[src/design/trrc_pkg.sv]
`timescale 1ns / 1ps

package trrc_pkg;

   localparam int LetterCount = 26;
   localparam int AsciiUpperA = 65;
   localparam int AsciiUpperZ = 90;
   localparam int AsciiLowerA = 97;
   localparam int AsciiLowerZ = 122;
   localparam int CaseGap     = 32;
   localparam int LetterWidth = 5;

   typedef logic [LetterWidth-1:0] letter_type;
   typedef letter_type table_type [LetterCount];

   typedef struct packed {
      letter_type fast;
      letter_type middle;
      letter_type slow;
   } offsets_type;

   // Base wirings, zero-based: entry j is the output letter for input letter j.
   localparam table_type Rotor0 = '{
      5'd9,  5'd6,  5'd3,  5'd16, 5'd14, 5'd23, 5'd20, 5'd18, 5'd2,  5'd0,
      5'd12, 5'd8,  5'd5,  5'd17, 5'd21, 5'd19, 5'd15, 5'd13, 5'd4,  5'd22,
      5'd10, 5'd1,  5'd11, 5'd25, 5'd24, 5'd7
   };
   localparam table_type Rotor1 = '{
      5'd13, 5'd19, 5'd25, 5'd15, 5'd18, 5'd5,  5'd1,  5'd14, 5'd10, 5'd12,
      5'd22, 5'd17, 5'd2,  5'd9,  5'd3,  5'd8,  5'd21, 5'd11, 5'd0,  5'd4,
      5'd24, 5'd20, 5'd23, 5'd7,  5'd6,  5'd16
   };
   localparam table_type Rotor2 = '{
      5'd9,  5'd21, 5'd8,  5'd20, 5'd1,  5'd7,  5'd19, 5'd2,  5'd3,  5'd24,
      5'd0,  5'd10, 5'd4,  5'd16, 5'd25, 5'd15, 5'd14, 5'd18, 5'd6,  5'd23,
      5'd13, 5'd17, 5'd12, 5'd22, 5'd5,  5'd11
   };
   localparam table_type Reflector = '{
      5'd16, 5'd24, 5'd7,  5'd14, 5'd6,  5'd13, 5'd4,  5'd2,  5'd21, 5'd15,
      5'd20, 5'd25, 5'd19, 5'd5,  5'd3,  5'd9,  5'd0,  5'd23, 5'd22, 5'd12,
      5'd10, 5'd8,  5'd18, 5'd17, 5'd1,  5'd11
   };

   function automatic table_type invert_table(table_type wiring);
      table_type inverse;
      for (int j = 0; j < LetterCount; j++) begin
         inverse[j] = '0;
      end
      for (int j = 0; j < LetterCount; j++) begin
         inverse[wiring[j]] = letter_type'(j);
      end
      return inverse;
   endfunction

   localparam table_type Inverse0 = invert_table(Rotor0);
   localparam table_type Inverse1 = invert_table(Rotor1);
   localparam table_type Inverse2 = invert_table(Rotor2);

endpackage

[src/design/trrc_if.sv]
`timescale 1ns / 1ps

interface trrc_req_if;
   logic       valid;
   logic       ready;
   logic [7:0] char_in;

   modport source (output valid, output char_in, input ready);
   modport sink (input valid, input char_in, output ready);
endinterface

interface trrc_rsp_if;
   logic       valid;
   logic       ready;
   logic [6:0] char_out;
   logic       rejected;

   modport source (output valid, output char_out, output rejected, input ready);
   modport sink (input valid, input char_out, input rejected, output ready);
endinterface

[src/design/trrc_datapath.sv]
`timescale 1ns / 1ps

module trrc_datapath (
   input  logic [7:0]             char_in,
   input  trrc_pkg::offsets_type  offsets,
   output logic [6:0]             char_out,
   output logic                   rejected
);

   function automatic trrc_pkg::letter_type sub_mod(trrc_pkg::letter_type a,
                                                    trrc_pkg::letter_type b);
      logic [5:0] s;
      s = {1'b0, a} + 6'(trrc_pkg::LetterCount) - {1'b0, b};
      if (s >= 6'(trrc_pkg::LetterCount)) begin
         s = s - 6'(trrc_pkg::LetterCount);
      end
      return s[4:0];
   endfunction

   function automatic trrc_pkg::letter_type add_mod(trrc_pkg::letter_type a,
                                                    trrc_pkg::letter_type b);
      logic [5:0] s;
      s = {1'b0, a} + {1'b0, b};
      if (s >= 6'(trrc_pkg::LetterCount)) begin
         s = s - 6'(trrc_pkg::LetterCount);
      end
      return s[4:0];
   endfunction

   logic                 is_lower;
   logic                 is_upper;
   logic [7:0]           folded;
   logic [7:0]           letter_offset;
   trrc_pkg::letter_type k0;
   trrc_pkg::letter_type fwd1;
   trrc_pkg::letter_type fwd2;
   trrc_pkg::letter_type fwd3;
   trrc_pkg::letter_type refl;
   trrc_pkg::letter_type back3;
   trrc_pkg::letter_type back2;
   trrc_pkg::letter_type back1;

   always_comb begin
      is_lower = (char_in >= 8'(trrc_pkg::AsciiLowerA)) &&
                 (char_in <= 8'(trrc_pkg::AsciiLowerZ));
      folded   = is_lower ? char_in - 8'(trrc_pkg::CaseGap) : char_in;
      is_upper = (folded >= 8'(trrc_pkg::AsciiUpperA)) &&
                 (folded <= 8'(trrc_pkg::AsciiUpperZ));
      letter_offset = folded - 8'(trrc_pkg::AsciiUpperA);
      k0 = letter_offset[4:0];

      fwd1  = trrc_pkg::Rotor0[sub_mod(k0, offsets.fast)];
      fwd2  = trrc_pkg::Rotor1[sub_mod(fwd1, offsets.middle)];
      fwd3  = trrc_pkg::Rotor2[sub_mod(fwd2, offsets.slow)];
      refl  = trrc_pkg::Reflector[fwd3];
      back3 = add_mod(trrc_pkg::Inverse2[refl], offsets.slow);
      back2 = add_mod(trrc_pkg::Inverse1[back3], offsets.middle);
      back1 = add_mod(trrc_pkg::Inverse0[back2], offsets.fast);

      rejected = !is_upper;
      char_out = is_upper ? {2'b00, back1} + 7'(trrc_pkg::AsciiUpperA) : 7'd0;
   end

endmodule

[src/design/three_rotor_reflector_cipher.sv]
`timescale 1ns / 1ps
// Three-rotor reflector cipher. Each word on the req channel carries one ASCII
// byte in char_in. Letters of either case are enciphered through three
// rotors, a fixed reflector and the rotors again, and leave on the rsp channel
// as an uppercase letter in char_out with rejected low. Any other byte leaves
// as char_out zero with rejected high and does not step the rotors.
// Every accepted word yields exactly one rsp word, in order.
// The block has two register stages: an input register and a result
// register, with the whole cipher path between them. An accepted word moves
// from the input register into the result register, which presents it on rsp.
// Throughput is one word per cycle while rsp does not stall; the rotor offsets
// update in the same cycle that a letter moves into the result register, so
// consecutive letters see the stepped offsets without a gap.
// Synchronous reset empties both stages and sets all rotor offsets to zero.
// When the receiver holds rsp.ready low, the result register holds its word,
// the input register fills, and req.ready then drops until rsp drains.
module three_rotor_reflector_cipher (
   input  logic          clock,
   input  logic          reset,
   trrc_req_if.sink      req,
   trrc_rsp_if.source    rsp
);

   logic                  s1_valid_ff;
   logic                  s1_valid_in;
   logic [7:0]            s1_char_ff;
   logic [7:0]            s1_char_in;
   logic                  rsp_valid_ff;
   logic                  rsp_valid_in;
   logic [6:0]            rsp_char_ff;
   logic [6:0]            rsp_char_in;
   logic                  rsp_rejected_ff;
   logic                  rsp_rejected_in;
   trrc_pkg::offsets_type offsets_ff;
   trrc_pkg::offsets_type offsets_in;

   logic                  rsp_advance;
   logic                  s1_advance;
   logic [6:0]            cipher_char;
   logic                  cipher_rejected;

   localparam trrc_pkg::letter_type LastOffset = 5'(trrc_pkg::LetterCount - 1);

   trrc_datapath u_datapath (
      .char_in  (s1_char_ff),
      .offsets  (offsets_ff),
      .char_out (cipher_char),
      .rejected (cipher_rejected)
   );

   always_comb begin
      rsp_advance = !rsp_valid_ff || rsp.ready;
      s1_advance  = !s1_valid_ff || rsp_advance;

      s1_valid_in = s1_valid_ff;
      s1_char_in  = s1_char_ff;
      if (s1_advance) begin
         s1_valid_in = req.valid;
         s1_char_in  = req.char_in;
      end

      rsp_valid_in    = rsp_valid_ff;
      rsp_char_in     = rsp_char_ff;
      rsp_rejected_in = rsp_rejected_ff;
      offsets_in      = offsets_ff;
      if (rsp_advance) begin
         rsp_valid_in = s1_valid_ff;
         if (s1_valid_ff) begin
            rsp_char_in     = cipher_char;
            rsp_rejected_in = cipher_rejected;
            if (!cipher_rejected) begin
               if (offsets_ff.fast == LastOffset) begin
                  offsets_in.fast = '0;
                  if (offsets_ff.middle == LastOffset) begin
                     offsets_in.middle = '0;
                     if (offsets_ff.slow == LastOffset) begin
                        offsets_in.slow = '0;
                     end else begin
                        offsets_in.slow = offsets_ff.slow + 5'd1;
                     end
                  end else begin
                     offsets_in.middle = offsets_ff.middle + 5'd1;
                  end
               end else begin
                  offsets_in.fast = offsets_ff.fast + 5'd1;
               end
            end
         end
      end
   end

   always_ff @(posedge clock) begin
      if (reset) begin
         s1_valid_ff  <= 1'b0;
         rsp_valid_ff <= 1'b0;
         offsets_ff   <= '0;
      end else begin
         s1_valid_ff  <= s1_valid_in;
         rsp_valid_ff <= rsp_valid_in;
         offsets_ff   <= offsets_in;
      end
   end

   always_ff @(posedge clock) begin
      s1_char_ff      <= s1_char_in;
      rsp_char_ff     <= rsp_char_in;
      rsp_rejected_ff <= rsp_rejected_in;
   end

   assign req.ready    = s1_advance;
   assign rsp.valid    = rsp_valid_ff;
   assign rsp.char_out = rsp_char_ff;
   assign rsp.rejected = rsp_rejected_ff;

endmodule

[src/flat_wrapper.sv]
// flat-port wrapper written by rule: the top's interface ports become plain ports
module three_rotor_reflector_cipher_flat 
  (clock, reset, req_valid, req_char_in, req_ready, rsp_valid, rsp_char_out, rsp_rejected, rsp_ready);
  trrc_req_if req_i ();
  trrc_rsp_if rsp_i ();
  input  logic clock;
  input  logic reset;
  input wire logic [$bits(req_i.valid)-1:0] req_valid;
  input wire logic [$bits(req_i.char_in)-1:0] req_char_in;
  output wire logic [$bits(req_i.ready)-1:0] req_ready;
  output wire logic [$bits(rsp_i.valid)-1:0] rsp_valid;
  output wire logic [$bits(rsp_i.char_out)-1:0] rsp_char_out;
  output wire logic [$bits(rsp_i.rejected)-1:0] rsp_rejected;
  input wire logic [$bits(rsp_i.ready)-1:0] rsp_ready;
  assign req_i.valid = req_valid;
  assign req_i.char_in = req_char_in;
  assign req_ready = req_i.ready;
  assign rsp_valid = rsp_i.valid;
  assign rsp_char_out = rsp_i.char_out;
  assign rsp_rejected = rsp_i.rejected;
  assign rsp_i.ready = rsp_ready;
  three_rotor_reflector_cipher u_core (.clock(clock), .reset(reset), .req(req_i), .rsp(rsp_i));
endmodule
[config.mk]
export PLATFORM = sky130hd
export DESIGN_NAME = three_rotor_reflector_cipher_flat
export DESIGN_NICKNAME = d
export VERILOG_FILES = /design/src/design/trrc_pkg.sv /design/src/design/trrc_if.sv /design/src/design/trrc_datapath.sv /design/src/design/three_rotor_reflector_cipher.sv /design/src/flat_wrapper.sv
export SDC_FILE = /design/constraint.sdc
export NUM_CORES = 1
export LEC_CHECK = 0
export BUFFER_PORTS_ARGS = -buffer_cell sky130_fd_sc_hd__buf_2
export CORE_AREA = 2 2 120 122
export CTS_CLUSTER_SIZE = 8
export DETAILED_ROUTE_END_ITERATION = 8
export DIE_AREA = 0 0 122 124
export PLACE_DENSITY_LB_ADDON = 0.08
export SLEW_MARGIN = 10
export SYNTH_ARGS = -nofsm -noshare
export SYNTH_HDL_FRONTEND = slang
export SYNTH_SLANG_ARGS = --single-unit
[constraint.sdc]
create_clock -name clock -period 25.7 [get_ports clock]
set_input_delay 1.285 -clock clock [delete_from_list [all_inputs] [get_ports clock]]
set_output_delay 1.285 -clock clock [all_outputs]
set_load 0.1 [all_outputs]
# == Word level (Yosys, flattened, before mapping) ==
# Memory sizes are Yosys's and may differ from the RTL's.
# Index checks and enable logic that the tools add are counted.
# W data, S select, Z words.
# word_totals
rom_bits,1120
elab_cells,98
n_memories,7
input_bits,12
ff_bits,33
# mem_list
memory,depth,width,read_ports,rd_ports_with_merged_regs,wr,line,rtl
(no name shown),32,5,1,0,0,trrc_datapath.sv:58,"back1 = add_mod(trrc_pkg::Inverse0[back2], offsets.fast);"
(no name shown),32,5,1,0,0,trrc_datapath.sv:57,"back2 = add_mod(trrc_pkg::Inverse1[back3], offsets.middle);"
(no name shown),32,5,1,0,0,trrc_datapath.sv:56,"back3 = add_mod(trrc_pkg::Inverse2[refl], offsets.slow);"
(no name shown),32,5,1,0,0,trrc_datapath.sv:55,refl = trrc_pkg::Reflector[fwd3];
(no name shown),32,5,1,0,0,trrc_datapath.sv:54,"fwd3 = trrc_pkg::Rotor2[sub_mod(fwd2, offsets.slow)];"
(no name shown),32,5,1,0,0,trrc_datapath.sv:53,"fwd2 = trrc_pkg::Rotor1[sub_mod(fwd1, offsets.middle)];"
+1 memories,n/a,n/a,n/a,n/a,n/a,n/a,
# op_classes
n_lt_le_gt_ge,17
muxes,24
bitwise,7
eq_ne,3
add_sub_neg,21
n_reduce_logical,11
# op_table
operator,count
$mux W5,23
$ge A6 B6 Y1 const B,7
$not A5 Y6,7
$ge A6 B5 Y1 const B,6
$sub A5 B5 Y5 const B,6
$add A5 B5 Y6,3
$add A5 B5 Y6 const B,3
$sub A6 B5 Y6,3
$ge A8 B7 Y1 const B,2
$le A8 B7 Y1 const B,2
$add A5 B1 Y5 const B,3
$eq A5 B5 Y1 const B,3
$mux W8,1
$sub A8 B6 Y8 const B,1
$add A5 B7 Y7 const B,1
$reduce_and A5 Y1,1
$sub A5 B1 Y5 const B,1
$reduce_and A4 Y1,1
$logic_not A1 Y1,3
$reduce_and A3 Y1,1
$logic_and A1 B1 Y1,2
$logic_or A1 B1 Y1,2
$reduce_and A2 Y1,1

# == Logic depth before layout (Yosys ltp) ==
# depth
word_depth,54
mapped_depth,107

# == Cells and area by module ==
# From an unflattened synthesis, not the netlist that was laid out.
# hier_totals
cells_unflattened,787
area_unflattened_um2,6268.5
# by_module_without_submodules
mod,seq_area_each_um2,n_inst,cells_each,area_per_inst_um2
trrc_datapath,0.0,1,670,4804.6
three_rotor_reflector_cipher,820.8,1,117,1463.9

# == Least setup slack after synthesis ==
# Ideal clock, no wire load.
# synth_path
kind,register -> register
startpoint,reg u_core.s1_char_ff[0]
endpoint,"reg u_core.rsp_char_ff[3], in the netlist u_core.rsp.char_out[3] (data pin)"
arrival_ps,18079
n_path_buf,1
setup_ps,274
period_less_slack_ps,18352
stages_incl_launch_ff,97
slack_ps,7348
cell_sequence,edfxtp_1 -> inv_1 -> ha_1 -> ha_1 -> inv_1 -> ha_1 -> inv_1 -> fa_1 -> inv_1 -> a21o_1 -> a21oi_1 -> xnor2_1 -> a21o_1 -> xnor2_1 -> ha_1 -> mux4_2 -> nor2_1 -> a21oi_1 -> [... 61 more ...] -> o21ai_0 -> mux2i_1 -> clkbuf_1 -> ha_1 -> mux4_2 -> ha_1 -> inv_1 -> fa_1 -> inv_1 -> a21o_1 -> a21oi_1 -> xnor2_1 -> inv_1 -> o21ai_0 -> mux2i_1 -> nand3_1 -> xor2_1 -> nor2_1
# synth_between
elab_chain_len,54
# synth_rtl
item,line,rtl
start: declaration,three_rotor_reflector_cipher.sv:26,logic [7:0] s1_char_ff;
start signal: assignment,three_rotor_reflector_cipher.sv:105,s1_char_ff <= s1_char_in;
$ge A8 B7 Y1 / $le A8 B7 Y1 (equally long branches),"trrc_datapath.sv:44, trrc_datapath.sv:45",
$logic_and A1 B1 Y1,trrc_datapath.sv:44,is_lower = (char_in >= 8'(trrc_pkg::AsciiLowerA)) &&
$mux W8 (*),trrc_datapath.sv:46,folded = is_lower ? char_in - 8'(trrc_pkg::CaseGap) : char_in;
$sub A5 B1 Y5,trrc_datapath.sv:49,letter_offset = folded - 8'(trrc_pkg::AsciiUpperA);
$add A5 B5 Y6,trrc_datapath.sv:13,"s = {1'b0, a} + 6'(trrc_pkg::LetterCount) - {1'b0, b};"
$sub A6 B5 Y6,trrc_datapath.sv:13,
$sub A5 B5 Y5 / $ge A6 B5 Y1 (equally long branches),"trrc_datapath.sv:15, trrc_datapath.sv:14",
$mux W5,trrc_datapath.sv:14,if (s >= 6'(trrc_pkg::LetterCount)) begin
[... 37 more ...],n/a,
$mux W5,trrc_datapath.sv:24,if (s >= 6'(trrc_pkg::LetterCount)) begin
$not A5 Y6 (implied by the code),trrc_datapath.sv:58,
$mem_v2 Z32 W5,n/a,
$mux W5 (implied by the code) (2 in a row),trrc_datapath.sv:58,
$add A5 B5 Y6,trrc_datapath.sv:23,"s = {1'b0, a} + {1'b0, b};"
$sub A5 B5 Y5 / $ge A6 B5 Y1 (equally long branches),"trrc_datapath.sv:25, trrc_datapath.sv:24",
$mux W5,trrc_datapath.sv:24,
$add A5 B7 Y7,trrc_datapath.sv:61,"char_out = is_upper ? {2'b00, back1} + 7'(trrc_pkg::AsciiUpperA) : 7'd0;"
end signal: assignment,three_rotor_reflector_cipher.sv:106,rsp_char_ff <= rsp_char_in;
end: declaration,three_rotor_reflector_cipher.sv:30,logic [6:0] rsp_char_ff;
# Mark *: on every way between the ends. The rest lies on a longest branch, timed or not. The select of a mux whose other input is x is not followed.
# A chain may end at the register's enable or synchronous reset.

# == Final worst setup path ==
# layout_path
startpoint,reg u_core.s1_char_ff[0]
endpoint,"reg u_core.rsp_char_ff[5], in the netlist u_core.rsp.char_out[5] (data pin)"
# Same word-level chain as after synthesis.

==> reports/qor.log <==
[run] number of max-cap violations 0
[worst_setup_path] destination of the worst register-to-register timing path u_core.rsp.char_out[5]$_SDFFCE_PN0P_
[place] minimum setup slack after placement 3708 ps
[clocking] clock tree from TritonCTS yes
[finish] fraction of layout cells with a size suffix above 1 8.087%
[min_path] worst hold path class reg -> reg
[worst_setup_path] critical path's most frequent cell sky130_fd_sc_hd__inv_1
[worst_setup_path] highest net fanout along the worst path 14
[sta] total setup violations reported at the end of the flow 0
[clocking] Post-CTS Hold Fix Bufs 0
[worst_setup_path] critical-path cell with the highest stage delay sky130_fd_sc_hd__mux2i_1
[sta] worst path setup slack after routing 3522 ps
[sta] max-slew violation total from the final report 0
[logic_synthesis] post-synthesis register bit count 33
[clocking] number of H-tree levels 2
[global_route] all-layer global routing usage 18.38%
[sta] unrepaired setup endpoints after global routing no
[clocking] insertion delay to the later sink of the worst-skew pair 270 ps
[logic_synthesis] number of flops mapped to enable cells by yosys 16
[die] Core Rows 43
[finish] final net count 904
[routing] First DRT Iteration DRCs 353
[logic_synthesis] count of cell types in the netlist 82
[clocking] CTS Sinks 33
[routing] via count of the routed design 5478
[die] boundary pin count 22
[worst_setup_path] arrival time at the worst endpoint 22250 ps
[sta] worst slew pin tran 980.5 ps
[routing] post-DR wirelength/cell 14.14 µm
[worst_setup_path] depth of the critical timing path with buffers and inverters included 93
[clocking] Clk pin slew, worst setup/hold paths 50 ps
[worst_setup_path] nature of the critical path startpoint flip-flop
[die] core area 13720 µm²
[place] number of port buffers 21
[global_route] antenna violations before repair 0
[logic_synthesis] proportion of synthesized chip area in sequential cells 13.34%
[routing] post-route ant nets 0
[global_route] maximum number of pins on one net before global-route repair 19
[clocking] number of buffers on the longest clock path 2
[sta] sum of negative setup slack 0 ps
[logic_synthesis] gate count after technology mapping 776
[logic_synthesis] Netlist Area Pre-Place 6153 µm²
[finish] number of inserted diodes 0
[sta] shortest period the worst path allows 22180 ps
[global_route] GRT Residual Overflow 0
[routing] DRT Pass-1 Iters 5
[finish] share of the core filled with cells 47.47%
[worst_setup_path] register-to-register path setup slack 3520 ps
[global_route] vias in the first global route 5175
[clocking] buffers inserted during post-CTS setup optimization 0
[worst_setup_path] critical path class reg -> reg
[clocking] CTS resizes 0
[clocking] cts bufs inserted 5
[global_route] wire length of the first global-routing pass 23400 µm
[routing] average via count per standard cell 5.712
[worst_setup_path] Reg2Reg Launch Point u_core.s1_char_ff[0]$_DFFE_PP_
[worst_setup_path] Setup crit end u_core.rsp.char_out[5]$_SDFFCE_PN0P_
[logic_synthesis] count of yosys warnings during synthesis 0
[worst_setup_path] buffering stage count on the worst path with inverters included 18
[die] area enclosed by the die boundary 15130 µm²
[worst_setup_path] delay contributed by the slowest stage of the critical path 860 ps
[worst_setup_path] crit path capture type flip-flop
[die] horizontal die dimension 122 µm
[worst_setup_path] dominant delay contributor by cell family on the critical path adder cells
[logic_synthesis] synthesized netlist net count 902
[worst_setup_path] worst r2r path cells 93
[finish] synth-to-layout area growth 5.836%
[sta] remaining max-slew budget at the tightest pin 32.77%
[sta] ratio of final minimum period to clock period 86.30%
[logic_synthesis] most instantiated flip-flop cell in the synthesis netlist sky130_fd_sc_hd__dfxtp_1
[sta] total count of hold-check failures in the final report 0
[sta] minimum hold slack 515.4 ps
[routing] total wire length 13560 µm
[worst_setup_path] launch point of the critical path u_core.s1_char_ff[0]$_DFFE_PP_
[clocking] CTS root buf sky130_fd_sc_hd__clkbuf_16
[die] starting density of the core 44.85%
[worst_setup_path] Req. time, crit path 25770 ps
[run_status] result of the run finished, final reports clean
[sta] skew final 4.334 ps
[routing] Post-route DRC 0
[place] final RePlAce weighted congestion 0.8401
[place] sum of net half-perimeters after detailed placement 10710 µm
[logic_synthesis] Avg Inst Size Synth 7.930 µm²
[min_path] Min-Delay Path Depth 2
[die] Chip Height 124 µm
[logic_synthesis] FFs w/ async S/R, synth 0%
[sta] maximum clock frequency 45.09 MHz
[how the worst min path moves through the flow]
stage,from,to,slack (ps)
3_5_place_dp,u_core.s1_valid_ff$_SDFFE_PP0P_,u_core.rsp.valid$_SDFFE_PP0N_,500
4_1_cts,u_core.s1_valid_ff$_SDFFE_PP0P_,u_core.rsp.valid$_SDFFE_PP0N_,520
2_1_floorplan,u_core.s1_valid_ff$_SDFFE_PP0P_,u_core.rsp.valid$_SDFFE_PP0N_,480
3_3_place_gp,u_core.s1_valid_ff$_SDFFE_PP0P_,u_core.rsp.valid$_SDFFE_PP0N_,510
5_1_grt,u_core.s1_valid_ff$_SDFFE_PP0P_,u_core.rsp.valid$_SDFFE_PP0N_,540
6_report,u_core.s1_valid_ff$_SDFFE_PP0P_,u_core.rsp.valid$_SDFFE_PP0N_,520
[cells in the mapped netlist, types with 4 or more instances]
master / number / share of area (%)
sky130_fd_sc_hd__ha_1: 108 / 22
sky130_fd_sc_hd__inv_1: 75 / 4.6
sky130_fd_sc_hd__nand2_1: 69 / 4.2
sky130_fd_sc_hd__nor2_1: 64 / 3.9
sky130_fd_sc_hd__a21oi_1: 46 / 3.7
sky130_fd_sc_hd__o21ai_0: 41 / 3.3
sky130_fd_sc_hd__xnor2_1: 30 / 4.3
sky130_fd_sc_hd__xor2_1: 19 / 2.7
sky130_fd_sc_hd__mux2i_1: 18 / 2.9
sky130_fd_sc_hd__clkbuf_1: 17 / 1.0
sky130_fd_sc_hd__dfxtp_1: 17 / 5.5
sky130_fd_sc_hd__edfxtp_1: 16 / 7.8
sky130_fd_sc_hd__a21o_1: 15 / 1.8
sky130_fd_sc_hd__nor3_1: 14 / 1.1
sky130_fd_sc_hd__nand3_1: 12 / 0.98
sky130_fd_sc_hd__nor2b_1: 11 / 1.1
sky130_fd_sc_hd__a31oi_1: 10 / 1.0
sky130_fd_sc_hd__nand4_1: 10 / 1.0
sky130_fd_sc_hd__nand2b_1: 9 / 0.91
sky130_fd_sc_hd__o211ai_1: 8 / 0.98
sky130_fd_sc_hd__o21a_1: 8 / 0.98
sky130_fd_sc_hd__o21ai_1: 8 / 0.65
sky130_fd_sc_hd__a211oi_1: 7 / 0.85
sky130_fd_sc_hd__buf_2: 7 / 0.57
sky130_fd_sc_hd__o22ai_1: 7 / 0.71
sky130_fd_sc_hd__and2_1: 6 / 0.61
sky130_fd_sc_hd__fa_1: 6 / 2.0
sky130_fd_sc_hd__o221ai_1: 6 / 0.85
sky130_fd_sc_hd__o211a_1: 5 / 0.81
sky130_fd_sc_hd__and4_1: 4 / 0.57
sky130_fd_sc_hd__mux2_2: 4 / 0.73
sky130_fd_sc_hd__nor4_1: 4 / 0.41
sky130_fd_sc_hd__o2111ai_1: 4 / 0.57
sky130_fd_sc_hd__o31ai_1: 4 / 0.49
sky130_fd_sc_hd__o32a_1: 4 / 0.65
sky130_fd_sc_hd__xnor2_2: 4 / 1.1
[stage by stage]
stage / cells / area, µm²
floorplan: 776 / 6153
global placement: 951 / 6366
detailed placement: 951 / 6366
CTS: 959 / 6509
global route: 959 / 6513
finish: 959 / 6513
[state kept, by name, indices dropped and copies added (netlist names)]
register and flops:
u_core.rsp.rejected 1, u_core.s1_char_ff 8, u_core.s1_valid_ff 1, u_core.rsp.char_out 7, u_core.offsets_ff 15, u_core.rsp.valid 1
[layout make-up]
type / count / area [µm²]
fill: 1340 / 7207
multi-input combinational: 639 / 4922
sequential: 33 / 820.8
inverter: 77 / 289.0
tap: 180 / 225.2
clock buffer: 5 / 125.1
timing repair buffer: 22 / 112.6
clock inverter: 3 / 17.52
[cells by family after synthesis]
kind of cell	after synthesis	synth area share, %
adders and majority gates	114	23.91
buffers and inverters	104	6.730
xor gates and xnor gates	53	8.032
DFF	33	13.34
and+or+nand+nor	234	19.13
muxes	25	4.758
AOI/OAI and AO/OA	213	24.10
[worst reg2reg max path, delay by kind of cell (launching register included)]
| kind | cells | cell delay (ps) |
|---|---|---|
| compound gates | 22 | 3920 |
| xor+xnor | 9 | 3030 |
| fa+ha+maj | 19 | 5440 |
| buf+inv | 18 | 1820 |
| flops | 1 | 410 |
| mux | 6 | 3410 |
| simple gates | 19 | 3940 |
[routing by layer]
| layer | wire, µm | vias to the layer above | GRT usage, % |
|---|---|---|---|
| li1 | - | 2790 | - |
| met1 | 5987 | 2555 | 21.88 |
| met2 | 6897 | 111 | 35.09 |
| met3 | 396 | 22 | 1.786 |
| met4 | 278 | 0 | 4.885 |
| met5 | 0 | - | 0 |
[placed cells by master (no fill, tap or decap), types with 5 or more instances in the layout]
cell                        netlist  routed
sky130_fd_sc_hd__nand4_1         10      10
sky130_fd_sc_hd__o21a_1           8       8
sky130_fd_sc_hd__dfxtp_1         17      17
sky130_fd_sc_hd__xor2_1          19      19
sky130_fd_sc_hd__a21oi_1         46      46
sky130_fd_sc_hd__fa_1             6       6
sky130_fd_sc_hd__o211a_1          5       5
sky130_fd_sc_hd__o221ai_1         6       6
sky130_fd_sc_hd__a21o_1          15      15
sky130_fd_sc_hd__nand2_1         69      69
sky130_fd_sc_hd__a211oi_1         7       7
sky130_fd_sc_hd__a31oi_1         10      10
sky130_fd_sc_hd__nor2_1          64      64
sky130_fd_sc_hd__nand2b_1         9       9
sky130_fd_sc_hd__xnor2_1         30      30
sky130_fd_sc_hd__o22ai_1          7       7
sky130_fd_sc_hd__o211ai_1         8       8
sky130_fd_sc_hd__inv_1           75      75
sky130_fd_sc_hd__clkbuf_16        0       5
sky130_fd_sc_hd__edfxtp_1        16      16
sky130_fd_sc_hd__and2_1           6       6
sky130_fd_sc_hd__mux2i_1         18      17
sky130_fd_sc_hd__o21ai_0         41      41
sky130_fd_sc_hd__nor3_1          14      14
sky130_fd_sc_hd__nor2b_1         11      11
sky130_fd_sc_hd__buf_2            7      21
sky130_fd_sc_hd__nand3_1         12      12
sky130_fd_sc_hd__ha_1           108     108
sky130_fd_sc_hd__o21ai_1          8       8
Power is left out: the tool's default activity adds up to more than one toggle a clock period on the data nets, which glitch-free logic cannot reach.
